`config.mk`:
```
export PLATFORM = sky130hd
export DESIGN_NAME = second_chance_frame_replacer_flat
export DESIGN_NICKNAME = d
export VERILOG_FILES = /design/src/hw/rtl/scfr_pkg.sv /design/src/hw/rtl/scfr_if.sv /design/src/hw/rtl/scfr_store.sv /design/src/hw/rtl/second_chance_frame_replacer.sv /design/src/flat_wrapper.sv
export VERILOG_INCLUDE_DIRS = /design/src /design/src/hw/rtl
export SDC_FILE = /design/constraint.sdc
export NUM_CORES = 2
export LEC_CHECK = 0
export BUFFER_PORTS_ARGS = -buffer_cell sky130_fd_sc_hd__buf_2
export CORE_MARGIN = 2
export CORE_UTILIZATION = 61
export DETAILED_ROUTE_END_ITERATION = 8
export PLACE_DENSITY_LB_ADDON = 0.12
export REMOVE_ABC_BUFFERS = 1
export SYNTH_ARGS = -nofsm -noshare
export SYNTH_HDL_FRONTEND = slang
export SYNTH_SLANG_ARGS = --single-unit
```
`constraint.sdc`:
```
create_clock -name clk_i -period 16 [get_ports clk_i]
set_input_delay 1.6 -clock clk_i [delete_from_list [all_inputs] [get_ports clk_i]]
set_output_delay 1.6 -clock clk_i [all_outputs]
set_load 0.1 [all_outputs]
```
`src/hw/rtl/second_chance_frame_replacer_defines.svh`:
```
// ----------------------------------------------------------------------------
// second chance frame replacer assertion macros
// shared property wrappers, clocked on clk_i and disabled in reset
// ----------------------------------------------------------------------------
`ifndef SECOND_CHANCE_FRAME_REPLACER_DEFINES_SVH
`define SECOND_CHANCE_FRAME_REPLACER_DEFINES_SVH

// invariant that holds at every clock edge out of reset
`define SCFR_ASSERT(lbl, prop, msg) \
  lbl: assert property (@(posedge clk_i) disable iff (!rst_ni) (prop)) else $error(msg);

// implication checked in the same cycle
`define SCFR_ASSERT_IMPL(lbl, ante, cons, msg) \
  lbl: assert property (@(posedge clk_i) disable iff (!rst_ni) (ante) |-> (cons)) \
    else $error(msg);

`endif

```
`src/hw/rtl/scfr_pkg.sv`:
```
// ----------------------------------------------------------------------------
// scfr_pkg
// shared sizes, codes and memory entry types of the frame replacer
// ----------------------------------------------------------------------------
`default_nettype none

package scfr_pkg;

  // pool size and derived widths
  localparam int NumFrames = 64;
  localparam int FrameW    = $clog2(NumFrames);
  localparam int CountW    = $clog2(NumFrames + 1);

  typedef logic [FrameW-1:0] frame_t;
  typedef logic [CountW-1:0] count_t;

  // request codes
  localparam logic [1:0] REQ_INSERT = 2'd0;
  localparam logic [1:0] REQ_FREE   = 2'd1;
  localparam logic [1:0] REQ_TOUCH  = 2'd2;
  localparam logic [1:0] REQ_EVICT  = 2'd3;

  // page kinds
  localparam logic [1:0] KIND_BINARY = 2'd0;
  localparam logic [1:0] KIND_FILE   = 2'd1;
  localparam logic [1:0] KIND_ANON   = 2'd2;

  // writeback actions
  localparam logic [1:0] ACT_DROP = 2'd0;
  localparam logic [1:0] ACT_FILE = 2'd1;
  localparam logic [1:0] ACT_SWAP = 2'd2;

  // status codes
  localparam logic [1:0] STAT_OK      = 2'd0;
  localparam logic [1:0] STAT_PRESENT = 2'd1;
  localparam logic [1:0] STAT_ABSENT  = 2'd2;
  localparam logic [1:0] STAT_EMPTY   = 2'd3;

  // ring links of one frame
  typedef struct packed {
    frame_t next_frame;
    frame_t prev_frame;
  } lnk_entry_t;

  // per-frame attributes
  typedef struct packed {
    logic       accessed;
    logic       dirty;
    logic [1:0] kind;
  } atr_entry_t;

  // link memory write command, one enable per field
  typedef struct packed {
    logic       we_next;
    logic       we_prev;
    frame_t     addr;
    lnk_entry_t data;
  } lnk_wr_t;

  // attribute memory write command, one enable per field
  typedef struct packed {
    logic       we_acc;
    logic       we_dirty;
    logic       we_kind;
    frame_t     addr;
    atr_entry_t data;
  } atr_wr_t;

endpackage

`default_nettype wire

```
`src/hw/rtl/scfr_if.sv`:
```
// ----------------------------------------------------------------------------
// scfr request and response channels
// valid/ready channels carrying the replacer's request and result payloads
// ----------------------------------------------------------------------------
`default_nettype none

interface scfr_req_if import scfr_pkg::*; ();
  logic       valid;
  logic       ready;
  logic [1:0] req_type;
  frame_t     frame_number;
  logic [1:0] page_kind;
  logic       is_write;

  modport source (output valid, output req_type, output frame_number,
                  output page_kind, output is_write, input ready);
  modport sink   (input valid, input req_type, input frame_number,
                  input page_kind, input is_write, output ready);
endinterface

interface scfr_rsp_if import scfr_pkg::*; ();
  logic       valid;
  logic       ready;
  frame_t     victim_frame;
  logic [1:0] writeback_action;
  logic [1:0] victim_kind;
  logic [1:0] status;

  modport source (output valid, output victim_frame, output writeback_action,
                  output victim_kind, output status, input ready);
  modport sink   (input valid, input victim_frame, input writeback_action,
                  input victim_kind, input status, output ready);
endinterface

`default_nettype wire

```
`src/hw/rtl/scfr_store.sv`:
```
// ----------------------------------------------------------------------------
// scfr_store
// link and attribute memories, field-masked writes, registered reads
// ----------------------------------------------------------------------------
`default_nettype none

module scfr_store import scfr_pkg::*; (
  input  wire logic       clk_i,
  input  wire lnk_wr_t    lnk_wr_i,
  input  wire atr_wr_t    atr_wr_i,
  input  wire logic       rd_en_i,
  input  wire frame_t     rd_addr_i,
  output lnk_entry_t      lnk_rd_o,
  output atr_entry_t      atr_rd_o
);

  lnk_entry_t lnk_mem [NumFrames];
  atr_entry_t atr_mem [NumFrames];
  lnk_entry_t lnk_rd_q;
  atr_entry_t atr_rd_q;

  // link memory, read returns old data on a same-address write
  always_ff @(posedge clk_i) begin
    if (lnk_wr_i.we_next) begin
      lnk_mem[lnk_wr_i.addr].next_frame <= lnk_wr_i.data.next_frame;
    end
    if (lnk_wr_i.we_prev) begin
      lnk_mem[lnk_wr_i.addr].prev_frame <= lnk_wr_i.data.prev_frame;
    end
    if (rd_en_i) begin
      lnk_rd_q <= lnk_mem[rd_addr_i];
    end
  end

  // attribute memory
  always_ff @(posedge clk_i) begin
    if (atr_wr_i.we_acc) begin
      atr_mem[atr_wr_i.addr].accessed <= atr_wr_i.data.accessed;
    end
    if (atr_wr_i.we_dirty) begin
      atr_mem[atr_wr_i.addr].dirty <= atr_wr_i.data.dirty;
    end
    if (atr_wr_i.we_kind) begin
      atr_mem[atr_wr_i.addr].kind <= atr_wr_i.data.kind;
    end
    if (rd_en_i) begin
      atr_rd_q <= atr_mem[rd_addr_i];
    end
  end

  assign lnk_rd_o = lnk_rd_q;
  assign atr_rd_o = atr_rd_q;

endmodule

`default_nettype wire

```
`src/hw/rtl/second_chance_frame_replacer.sv`:
```
// ----------------------------------------------------------------------------
// second_chance_frame_replacer
// clock (second chance) replacement over a doubly linked ring of frames
// ----------------------------------------------------------------------------
// One request is handled at a time and each gives exactly one response. The
// ring links and frame attributes live in two single-write-port memories with
// registered reads; present bits, head, tail and the frame count are flops, so
// no clearing pass is needed after reset. Touch and rejected requests go
// straight to the response state, as does an insert into an empty pool; other
// inserts first link the frame behind the tail. Free unlinks the frame on the
// predecessor side, then the successor side. Evict walks from the head past
// accessed frames and unlinks the first unaccessed one the same way; the walk
// reads one frame per cycle through the shared read port. The next request is
// taken in the cycle after the response is loaded, and the response may wait
// for the output register to be free. A new request is taken while the
// previous response still waits in the output register.
`default_nettype none
`include "second_chance_frame_replacer_defines.svh"

module second_chance_frame_replacer import scfr_pkg::*; (
  input  wire logic clk_i,
  input  wire logic rst_ni,
  scfr_req_if.sink  req_i,
  scfr_rsp_if.source rsp_o
);

  typedef enum logic [2:0] {
    ST_IDLE,
    ST_INS_TAIL,
    ST_WALK,
    ST_DET_NEXT,
    ST_DET_PREV,
    ST_RESP
  } state_e;

  state_e                 state_q;
  frame_t                 head_q, tail_q, f_q, cur_q;
  count_t                 count_q;
  logic [NumFrames-1:0]   present_q;
  logic                   fwd_q;
  frame_t                 res_victim_q;
  logic [1:0]             res_action_q, res_kind_q, res_status_q;
  logic                   out_valid_q;
  frame_t                 out_victim_q;
  logic [1:0]             out_action_q, out_kind_q, out_status_q;

  lnk_wr_t    lnk_wr;
  atr_wr_t    atr_wr;
  logic       rd_en;
  frame_t     rd_addr;
  lnk_entry_t lnk_rd;
  atr_entry_t atr_rd;

  logic       in_acc;
  logic       present_in;
  logic [1:0] kind_sat;
  logic       walk_acc;
  frame_t     nxt_cur;
  logic       needs_wb;
  logic [1:0] evict_action, evict_kind;

  scfr_store u_store (
    .clk_i     (clk_i),
    .lnk_wr_i  (lnk_wr),
    .atr_wr_i  (atr_wr),
    .rd_en_i   (rd_en),
    .rd_addr_i (rd_addr),
    .lnk_rd_o  (lnk_rd),
    .atr_rd_o  (atr_rd)
  );

  // request handshake and decode
  assign req_i.ready = (state_q == ST_IDLE);
  assign in_acc      = req_i.valid && req_i.ready;
  assign present_in  = present_q[req_i.frame_number];
  assign kind_sat    = (req_i.page_kind > KIND_ANON) ? KIND_ANON : req_i.page_kind;

  // walk step: accessed bit of the current frame, unless just cleared in place
  assign walk_acc = atr_rd.accessed && !fwd_q;
  assign nxt_cur  = (cur_q == tail_q) ? head_q : lnk_rd.next_frame;

  // eviction outcome of the frame under the walk pointer
  assign needs_wb     = atr_rd.dirty || (atr_rd.kind == KIND_ANON);
  assign evict_action = !needs_wb ? ACT_DROP :
                        (atr_rd.kind == KIND_FILE) ? ACT_FILE : ACT_SWAP;
  assign evict_kind   = (needs_wb && atr_rd.kind != KIND_FILE) ? KIND_ANON : atr_rd.kind;

  // memory read and write commands
  always_comb begin
    lnk_wr  = '0;
    atr_wr  = '0;
    rd_en   = 1'b0;
    rd_addr = head_q;
    case (state_q)
      ST_IDLE: begin
        if (in_acc) begin
          case (req_i.req_type)
            REQ_INSERT: begin
              if (!present_in) begin
                lnk_wr.we_next         = 1'b1;
                lnk_wr.we_prev         = 1'b1;
                lnk_wr.addr            = req_i.frame_number;
                lnk_wr.data.next_frame = req_i.frame_number;
                lnk_wr.data.prev_frame = (count_q == '0) ? req_i.frame_number : tail_q;
                atr_wr.we_acc          = 1'b1;
                atr_wr.we_dirty        = 1'b1;
                atr_wr.we_kind         = 1'b1;
                atr_wr.addr            = req_i.frame_number;
                atr_wr.data.kind       = kind_sat;
              end
            end
            REQ_FREE: begin
              if (present_in) begin
                rd_en   = 1'b1;
                rd_addr = req_i.frame_number;
              end
            end
            REQ_TOUCH: begin
              if (present_in) begin
                atr_wr.we_acc        = 1'b1;
                atr_wr.we_dirty      = req_i.is_write;
                atr_wr.addr          = req_i.frame_number;
                atr_wr.data.accessed = 1'b1;
                atr_wr.data.dirty    = 1'b1;
              end
            end
            REQ_EVICT: begin
              if (count_q != '0) begin
                rd_en   = 1'b1;
                rd_addr = head_q;
              end
            end
            default: ;
          endcase
        end
      end
      ST_INS_TAIL: begin
        lnk_wr.we_next         = 1'b1;
        lnk_wr.addr            = tail_q;
        lnk_wr.data.next_frame = f_q;
      end
      ST_WALK: begin
        if (walk_acc) begin
          atr_wr.we_acc = 1'b1;
          atr_wr.addr   = cur_q;
          rd_en         = 1'b1;
          rd_addr       = nxt_cur;
        end
      end
      ST_DET_NEXT: begin
        if (count_q > count_t'(1) && f_q != head_q) begin
          lnk_wr.we_next         = 1'b1;
          lnk_wr.addr            = lnk_rd.prev_frame;
          lnk_wr.data.next_frame = lnk_rd.next_frame;
        end
      end
      ST_DET_PREV: begin
        if (count_q > count_t'(1) && f_q != tail_q) begin
          lnk_wr.we_prev         = 1'b1;
          lnk_wr.addr            = lnk_rd.next_frame;
          lnk_wr.data.prev_frame = lnk_rd.prev_frame;
        end
      end
      default: ;
    endcase
  end

  // sequencer, ring bookkeeping and response register
  always_ff @(posedge clk_i or negedge rst_ni) begin
    if (!rst_ni) begin
      state_q      <= ST_IDLE;
      head_q       <= '0;
      tail_q       <= '0;
      count_q      <= '0;
      present_q    <= '0;
      f_q          <= '0;
      cur_q        <= '0;
      fwd_q        <= 1'b0;
      res_victim_q <= '0;
      res_action_q <= ACT_DROP;
      res_kind_q   <= KIND_BINARY;
      res_status_q <= STAT_OK;
      out_valid_q  <= 1'b0;
      out_victim_q <= '0;
      out_action_q <= ACT_DROP;
      out_kind_q   <= KIND_BINARY;
      out_status_q <= STAT_OK;
    end else begin
      if (out_valid_q && rsp_o.ready && state_q != ST_RESP) begin
        out_valid_q <= 1'b0;
      end
      case (state_q)
        ST_IDLE: begin
          if (in_acc) begin
            f_q          <= req_i.frame_number;
            res_victim_q <= req_i.frame_number;
            res_action_q <= ACT_DROP;
            res_kind_q   <= KIND_BINARY;
            res_status_q <= STAT_OK;
            state_q      <= ST_RESP;
            case (req_i.req_type)
              REQ_INSERT: begin
                if (present_in) begin
                  res_status_q <= STAT_PRESENT;
                end else if (count_q == '0) begin
                  present_q[req_i.frame_number] <= 1'b1;
                  head_q  <= req_i.frame_number;
                  tail_q  <= req_i.frame_number;
                  count_q <= count_t'(1);
                end else begin
                  state_q <= ST_INS_TAIL;
                end
              end
              REQ_FREE: begin
                if (!present_in) begin
                  res_status_q <= STAT_ABSENT;
                end else begin
                  state_q <= ST_DET_NEXT;
                end
              end
              REQ_TOUCH: begin
                if (!present_in) begin
                  res_status_q <= STAT_ABSENT;
                end
              end
              REQ_EVICT: begin
                if (count_q == '0) begin
                  res_status_q <= STAT_EMPTY;
                end else begin
                  cur_q   <= head_q;
                  fwd_q   <= 1'b0;
                  state_q <= ST_WALK;
                end
              end
              default: ;
            endcase
          end
        end
        // link the new frame behind the old tail
        ST_INS_TAIL: begin
          present_q[f_q] <= 1'b1;
          tail_q         <= f_q;
          count_q        <= count_q + count_t'(1);
          state_q        <= ST_RESP;
        end
        // pass over accessed frames, stop at the first unaccessed one
        ST_WALK: begin
          if (walk_acc) begin
            cur_q <= nxt_cur;
            fwd_q <= (nxt_cur == cur_q);
          end else begin
            f_q          <= cur_q;
            res_victim_q <= cur_q;
            res_action_q <= evict_action;
            res_kind_q   <= evict_kind;
            state_q      <= ST_DET_NEXT;
          end
        end
        // unlink: predecessor side and head
        ST_DET_NEXT: begin
          if (count_q <= count_t'(1)) begin
            head_q <= '0;
            tail_q <= '0;
          end else if (f_q == head_q) begin
            head_q <= lnk_rd.next_frame;
          end
          state_q <= ST_DET_PREV;
        end
        // unlink: successor side and tail
        ST_DET_PREV: begin
          if (count_q > count_t'(1) && f_q == tail_q) begin
            tail_q <= lnk_rd.prev_frame;
          end
          present_q[f_q] <= 1'b0;
          count_q        <= count_q - count_t'(1);
          state_q        <= ST_RESP;
        end
        // hand the result to the output register once it is free
        ST_RESP: begin
          if (!out_valid_q || rsp_o.ready) begin
            out_valid_q  <= 1'b1;
            out_victim_q <= res_victim_q;
            out_action_q <= res_action_q;
            out_kind_q   <= res_kind_q;
            out_status_q <= res_status_q;
            state_q      <= ST_IDLE;
          end
        end
        default: state_q <= ST_IDLE;
      endcase
    end
  end

  // response channel
  assign rsp_o.valid            = out_valid_q;
  assign rsp_o.victim_frame     = out_victim_q;
  assign rsp_o.writeback_action = out_action_q;
  assign rsp_o.victim_kind      = out_kind_q;
  assign rsp_o.status           = out_status_q;

  // ring consistency checks
  `SCFR_ASSERT(a_count_matches_present, $countones(present_q) == count_q, "count mismatch")
  `SCFR_ASSERT(a_count_in_range, count_q <= count_t'(NumFrames), "count overflow")
  `SCFR_ASSERT_IMPL(a_head_present, state_q == ST_IDLE && count_q != '0, present_q[head_q], "head absent")
  `SCFR_ASSERT_IMPL(a_tail_present, state_q == ST_IDLE && count_q != '0, present_q[tail_q], "tail absent")
  `SCFR_ASSERT_IMPL(a_walk_on_ring, state_q == ST_WALK, present_q[cur_q], "walk left the ring")

endmodule

`default_nettype wire
```
`src/flat_wrapper.sv`:
```
// flat-port wrapper written by rule: the top's interface ports become plain ports
module second_chance_frame_replacer_flat import scfr_pkg::*;
  (clk_i, rst_ni, req_i_valid, req_i_req_type, req_i_frame_number, req_i_page_kind, req_i_is_write, req_i_ready, rsp_o_valid, rsp_o_victim_frame, rsp_o_writeback_action, rsp_o_victim_kind, rsp_o_status, rsp_o_ready);
  scfr_req_if req_i_i ();
  scfr_rsp_if rsp_o_i ();
  input  wire logic clk_i;
  input  wire logic rst_ni;
  input wire logic [$bits(req_i_i.valid)-1:0] req_i_valid;
  input wire logic [$bits(req_i_i.req_type)-1:0] req_i_req_type;
  input wire logic [$bits(req_i_i.frame_number)-1:0] req_i_frame_number;
  input wire logic [$bits(req_i_i.page_kind)-1:0] req_i_page_kind;
  input wire logic [$bits(req_i_i.is_write)-1:0] req_i_is_write;
  output wire logic [$bits(req_i_i.ready)-1:0] req_i_ready;
  output wire logic [$bits(rsp_o_i.valid)-1:0] rsp_o_valid;
  output wire logic [$bits(rsp_o_i.victim_frame)-1:0] rsp_o_victim_frame;
  output wire logic [$bits(rsp_o_i.writeback_action)-1:0] rsp_o_writeback_action;
  output wire logic [$bits(rsp_o_i.victim_kind)-1:0] rsp_o_victim_kind;
  output wire logic [$bits(rsp_o_i.status)-1:0] rsp_o_status;
  input wire logic [$bits(rsp_o_i.ready)-1:0] rsp_o_ready;
  assign req_i_i.valid = req_i_valid;
  assign req_i_i.req_type = req_i_req_type;
  assign req_i_i.frame_number = req_i_frame_number;
  assign req_i_i.page_kind = req_i_page_kind;
  assign req_i_i.is_write = req_i_is_write;
  assign req_i_ready = req_i_i.ready;
  assign rsp_o_valid = rsp_o_i.valid;
  assign rsp_o_victim_frame = rsp_o_i.victim_frame;
  assign rsp_o_writeback_action = rsp_o_i.writeback_action;
  assign rsp_o_victim_kind = rsp_o_i.victim_kind;
  assign rsp_o_status = rsp_o_i.status;
  assign rsp_o_i.ready = rsp_o_ready;
  second_chance_frame_replacer u_core (.clk_i(clk_i), .rst_ni(rst_ni), .req_i(req_i_i), .rsp_o(rsp_o_i));
endmodule
```
== Yosys cells after proc, flatten, opt, wreduce, memory -nomap -nowiden ==
Memories as Yosys holds them, arrays and structs flattened. A register that Yosys moved wholly into a read port is not among the register bits.
Cells that the tools add are included.

* Bits in registers: 118
* Bits in writable memories: 1024
* Output and inout port bits: 14
* Word-level logic and storage cells: 210
* Memories kept: 2

* Add/subtract/negate cells: 2
* Magnitude comparators: 7
* Equality and inequality tests: 30
* Muxes and demuxes: 117
* Bitwise logic cells: 4
* Reduce and logical (&&, ||, !) cells: 32

{| class="wikitable"
|+ Memory list
! memory !! words !! width !! rd ports !! clocked after memory_dff !! write ports !! line !! text
|-
| u_core.u_store.lnk_mem || 64 || 12 || 1 || 1 || 1 || scfr_store.sv:17 || <nowiki>lnk_entry_t lnk_mem [NumFrames];</nowiki>
|-
| u_core.u_store.atr_mem || 64 || 4 || 1 || 1 || 1 || scfr_store.sv:18 || <nowiki>atr_entry_t atr_mem [NumFrames];</nowiki>
|}

{| class="wikitable"
|+ Operators by type and width
! cell !! number
|-
| 64-bit two-way mux || 4
|-
| 64-bit case mux with 3 select lines || 1
|-
| 6-bit two-way mux || 25
|-
| 64-bit bitwise OR || 2
|-
| 6-bit case mux with 2 select lines || 7
|-
| 64-bit AND || 1
|-
| 64-bit inverter || 1
|-
| 20-bit two-way mux || 3
|-
| 6-bit case mux with 4 select lines || 2
|-
| 7-bit two-way mux || 5
|-
| 2-bit two-way mux || 14
|-
| 1-bit two-way mux || 27
|-
| 6-bit == test || 4
|-
| 3-bit two-way mux || 7
|-
| 7-bit case mux with 3 select lines || 1
|-
| 6-bit case mux with 3 select lines || 1
|-
| 3-bit case mux with 5 select lines || 1
|-
| 6-bit by 7-bit less-than comparator with 1-bit output, second input constant || 2
|-
| 2-bit inequality test, second input constant || 7
|-
| 13-bit two-way mux || 1
|-
| 1-bit demux with 6-bit select || 2
|-
| 6-bit by 1-bit greater-or-equal comparator with 1-bit output, second input constant || 2
|-
| 12-bit two-way mux || 1
|-
| 6-bit inequality test || 2
|-
| 37 further kinds || 69
|}

== Longest topological paths before layout ==
* Word-level depth: 10
* Depth in mapped cells: 18

== By module ==
From an unflattened synthesis, not the netlist that was laid out.

* Cells, all modules: 3066
* Area total of the unflattened synthesis: 49560.0 sq um

{| class="wikitable"
|+ By module, submodules not included
! module !! times used !! cells each !! area each (sq um) !! sequential area each (sq um)
|-
| scfr_store || 1 || 2188 || 41537.3 || 31230.0
|-
| second_chance_frame_replacer || 1 || 878 || 8022.7 || 2952.8
|}

== Worst setup path before layout ==
No wires, ideal clock.

* Path kind: input port to flip-flop
* Start point: input req_i_frame_number[0]
* End point: memory u_core.u_store.atr_mem[0][0] (netlist name), data pin
* Setup time: 711 ps
* Arrival time: 6068 ps
* Setup slack: 9221 ps
* Stages on the path: 10
* Cells stage by stage: buf_6 > mux4_2 > nand4_1 > a41oi_1 > or2_1 > buf_6 > nor2_1 > nand3_1 > clkbuf_1 > nor3b_1

{| class="wikitable"
|+ RTL lines
! item !! line !! text
|-
| start: declaration || flat_wrapper.sv:10 || <nowiki>input wire logic [$bits(req_i_i.frame_number)-1:0] req_i_frame_number;</nowiki>
|-
| end: declaration || scfr_store.sv:18 ||
|}

== Worst setup path in the final report ==
* Start point: input req_i_frame_number[0]
* End point: register u_core.u_store.lnk_rd_o[7] (netlist name)

* Longest elaborated chain between the ends: 6
* Elaborated cells on any way between the ends: 10
* Classes of those cells: mux (10)

{| class="wikitable"
|+ RTL lines
! item !! line !! text
|-
| 1-bit binary-select mux with 6-bit select || second_chance_frame_replacer.sv:75 || <nowiki>assign present_in = present_q[req_i.frame_number];</nowiki>
|-
| 1-bit two-way mux (implied by the code) || second_chance_frame_replacer.sv:75 ||
|-
| 1-bit two-way mux or 6-bit two-way mux (tied branches) || second_chance_frame_replacer.sv:113 || <nowiki>if (present_in) begin</nowiki>
|-
| 1-bit case mux with 2 select lines or 6-bit two-way mux (tied branches) || -- ||
|-
| 1-bit two-way mux or 6-bit two-way mux (tied branches) || second_chance_frame_replacer.sv:96 || <nowiki>if (in_acc) begin</nowiki>
|-
| 1-bit case mux with 2 select lines or 6-bit case mux with 2 select lines (tied branches) || second_chance_frame_replacer.sv:94 || <nowiki>case (state_q)</nowiki>
|}

Several ways; a longest one is shown, not always the timed one. The select of a mux whose other input is x is not followed.
A chain may end at the register's enable or synchronous reset.

==> Implementation_results.wiki <==
{| class="wikitable"
! Metric !! Value
|-
| Result of the run || finished clean
|-
| Distinct cell type count after synthesis || 72
|-
| Critical register-to-register path startpoint || u_core.state_q[2]$_DFFE_PN0P_
|-
| Setup violation total in the final timing report || 0
|-
| Achievable Freq || 128 MHz
|-
| Proportion of layout cells with a drive suffix above 1 || 11.1%
|-
| Per-cell routed wire length || 26.6 um
|-
| Worst Setup Path Type || input port to register
|-
| Critical-path top delay cell || buf_4
|-
| Area share of and/or/nand/nor cells after synthesis || 8.58%
|-
| Last weighted congestion value of the routability-driven placer || 0.904
|-
| Peak supply drop || 0.000182 V
|-
| Number of nets in the final layout || 3611
|-
| Fraction of the mapped netlist area in adder cells || 0.224%
|-
| Setup fix buffers added after clock tree synthesis || 0
|-
| Combinational family with the most area after synthesis || multiplexers
|-
| Initial antenna violation count || 1
|-
| Final period utilization || 48.7%
|-
| Clock network fraction of total power || 25.4%
|-
| Remaining max-slew budget at the tightest pin || 11.3%
|-
| Number of logic stages on the critical path including buffering || 16
|-
| Starting density of the core || 61.4%
|-
| Pin count of the biggest net entering global routing || 128
|-
| Sequential cell area fraction in the yosys report || 68.0%
|-
| Finished Cell Area || 54800 um2
|-
| Number of CTS-inserted buffers || 115
|-
| Post-DP HPWL || 77600 um
|-
| Hold Path End || u_core.res_action_q[1]$_DFFE_PN0P_
|-
| Synthesized area per cell || 13.9 um2
|-
| DR vias || 31269
|-
| Register clock-pin slew on the reported worst setup and hold paths || 60 ps
|-
| Max stage delay on crit path || 930 ps
|-
| PD cells || 190 nW/um2
|-
| Placed cell area || 51100 um2
|-
| Buffering stage count on the worst path with inverters included || 5
|-
| Hold wc startpoint || u_core.res_action_q[1]$_DFFE_PN0P_
|-
| Part of the power in registers || 37.6%
|-
| Clock latency on the worst-skew pair || 710 ps
|-
| CTS sink cnt || 1158
|-
| Buffer depth of the longest clock path || 3
|-
| Fillers || 5704
|-
| Total routing usage reported by global routing || 29.6%
|-
| Kind of cell adding the most delay to the critical path || buffers and inverters
|-
| Die footprint || 84700 um2
|-
| Count of yosys warnings during synthesis || 0
|-
| Height of the chip || 291 um
|-
| Resized cells post-CTS || 0
|-
| Pins over their slew limit || 0
|-
| Startpoint type of the worst setup path || input port
|-
| Count of input and output buffers || 28
|-
| Width of the die || 291 um
|-
| Number of cells in the finished layout apart from fillers || 4757
|-
| # H-tree levels || 3
|-
| Worst r2r path cells || 14
|-
| Number of synthesized register bits || 1158
|-
| Classification of the worst-slack hold path || register to register
|-
| Ports placed on the boundary || 29
|-
| Post-synthesis compound-gate area fraction || 7.45%
|-
| Reg-to-Reg End || u_core.u_store.lnk_rd_o[7]$_DFFE_PP_
|-
| Mean number of vias per cell || 6.57
|-
| Crit end category || register
|-
| Critical path arrival || 8190 ps
|-
| Relative contribution of combinational cells to total power || 37.0%
|-
| Iteration-0 DRC Markers || 3590
|-
| Mux cell area share after synthesis || 12.8%
|-
| Xor and xnor area share after synthesis || 0.436%
|-
| Global-route wire length before repair || 190000 um
|-
| Count of flip-flops with a built-in enable after synthesis || 1040
|-
| FFs w/ async S/R, synth || 10.2%
|-
| Post-Syn Instances || 3613
|-
| Most instantiated flip-flop cell in the synthesis netlist || edfxtp_1
|-
| Number of global-route vias before repair || 31137
|-
| Final standard cell utilization of the core || 67.0%
|-
| Instance count after placement with tap cells included || 4540
|-
| Area grow syn2layout || 9.09%
|-
| Area of the mapped netlist || 50300 um2
|-
| Internal power summed over all cells || 6.58 mW
|-
| Min Tclk post-route || 7790 ps
|-
| Antenna violation net count after detailed routing || 0
|-
| Actual slew at the worst max-slew pin || 1330 ps
|-
| Number of buffers inserted for hold repair after clock tree synthesis || 0
|-
| Pleak || 19.4 nW
|-
| DRC Markers || 0
|-
| Net switching power || 3.85 mW
|-
| Max Fanout on Critical Path || 72
|-
| Chain of cells forming the critical path || buf_2, buf_4, mux4_2, mux2_2, o2bb2ai_1, nor2_1, nand4_1, o211ai_4, buf_4, buf_4, buf_4, mux2i_1, mux2_2, o22ai_1, nor4_1, nand4_1
|-
| Global route total overflow || 0
|-
| Number of max-cap violations || 0
|-
| Switching part of the total || 37.0%
|-
| Cell type with the highest occurrence count on the critical path || buf_4
|-
| Core Footprint || 81800 um2
|-
| Register-to-Register Setup Slack || 8750 ps
|-
| Total wire length after detailed routing || 127000 um
|-
| WP data required || 16400 ps
|-
| Hold Path Depth || 2
|-
| Number of placement rows || 105
|-
| CTS tree || yes
|-
| Clock tree skew after final layout || 50.0 ps
|-
| DRT Pass-1 Iters || 8
|-
| Unrepaired setup endpoints after global routing || false
|-
| CTS root buffer || clkbuf_16
|-
| Final hold violations || 0
|}
-- per-stage QoR --
step	setup slack (ps)	power, mW	hold slack, ps	setup TNS (ps)
2_1_floorplan	-6460	8.24	433	-99510
3_3_place_gp	7780	7.69	458	0
3_5_place_dp	7620	7.78	468	0
4_1_cts	8350	10.4	481	0
5_1_grt	7960	10.8	510	0
6_report	8210	10.4	482	0
-- tightest hold or removal path: stages (launching register included) --
cell	delay (ps)
dfrtp_1	350
nand2_1	50
nand2_1	50
-- Yosys cell counts, drive strengths merged, types with 10 or more instances --
cell,number,area [um2]
dfrtp,118,2950
a22oi,76,571
mux2i,471,4710
a211oi,68,510
nor3,28,145
inv,20,75.1
edfxtp,1040,31200
o22ai,124,776
nor4,34,213
xor2,21,184
o21ai,203,1030
nand3,51,255
clkbuf,117,439
and2,12,75.1
nand2b,17,106
a31oi,13,81.3
nand4,24,156
a222oi,16,160
buf,113,732
a21oi,25,129
and3,80,500
nor2,394,1480
mux2,137,1540
nor2b,10,62.6
nand2,291,1090
-- final cells by class --
cell class | count | area, um2 | area share [%]
Clock inverter | 74 | 714 | 1.30
Sequential cell | 1158 | 34200 | 62.3
Antenna cell | 1 | 2.50 | 0.00456
Multi-Input combinational cell | 2204 | 14900 | 27.2
Timing Repair Buffer | 87 | 586 | 1.07
Inverter | 21 | 78.8 | 0.144
Clock buffer | 142 | 2990 | 5.45
Tap cell | 1070 | 1340 | 2.44
-- metal layers --
metal	track usage [%]	part of all wire [%]
met2	47.9	48
met3	5.44	8.6
met4	12.4	4.2
met1	39.9	39
met5	0	0
-- cells by family after synthesis --
kind of cell	after synthesis
AOI/OAI and AO/OA	581
xor gates and xnor gates	25
adders and majority gates	9
buffers and inverters	251
DFF	1158
muxes	616
and+or+nand+nor	973
-- flip-flops by register name, summed over array words and instances (netlist names), 3 cells and up --
register	cells
u_core.u_store.lnk_mem	768
u_core.u_store.atr_mem	256
u_core.present_q	64
u_core.u_store.lnk_rd_o	12
u_core.count_q	7
u_core.cur_q	6
u_core.f_q	6
u_core.head_q	6
u_core.rsp_o.victim_frame	6
u_core.tail_q	6
u_core.u_store.atr_rd_o	4
u_core.state_q	3
-- power groups by stage --
stage	clock network, mW	logic (mW)	registers, mW
4_1_cts	2.68	3.83	3.91
3_3_place_gp	0	3.73	3.96
6_report	2.65	3.86	3.92
2_1_floorplan	0	4.24	4.00
3_5_place_dp	0	3.81	3.97
5_1_grt	2.80	4.09	3.93
-- worst max path at each step --
stage	from	end	slack, ps
3_3_place_gp	req_i_frame_number[0]	u_core.u_store.lnk_rd_o[7]$_DFFE_PP_	7780
5_1_grt	req_i_frame_number[0]	u_core.u_store.lnk_rd_o[7]$_DFFE_PP_	7960
2_1_floorplan	req_i_frame_number[5]	u_core.u_store.atr_rd_o[2]$_DFFE_PP_	-6460
3_5_place_dp	req_i_frame_number[0]	u_core.u_store.lnk_rd_o[10]$_DFFE_PP_	7620
6_report	req_i_frame_number[0]	u_core.u_store.lnk_rd_o[7]$_DFFE_PP_	8210
4_1_cts	req_i_frame_number[0]	u_core.u_store.lnk_rd_o[10]$_DFFE_PP_	8350
-- placed cells by master, fill, tap and decap left out, drive strengths merged, types with 9 or more instances in the layout --
cell type,Yosys,routed
or2,9,9
nor4,34,34
nor2b,10,10
nand4,24,24
o22ai,124,124
edfxtp,1040,1040
and3,80,80
a21oi,25,25
bufinv,0,12
nor2,394,394
buf,113,87
a31oi,13,13
clkinv,1,57
o21ai,203,203
xor2,21,21
inv,20,25
mux2,137,137
mux2i,471,471
and2,12,12
nand2b,17,17
clkbuf,117,142
a222oi,16,16
a211oi,68,68
a22oi,76,76
ha,9,9
nand2,291,291
nor3,28,28
nand3,51,51
dfrtp,118,118
No activity file was read; power rests on OpenSTA's default activity.
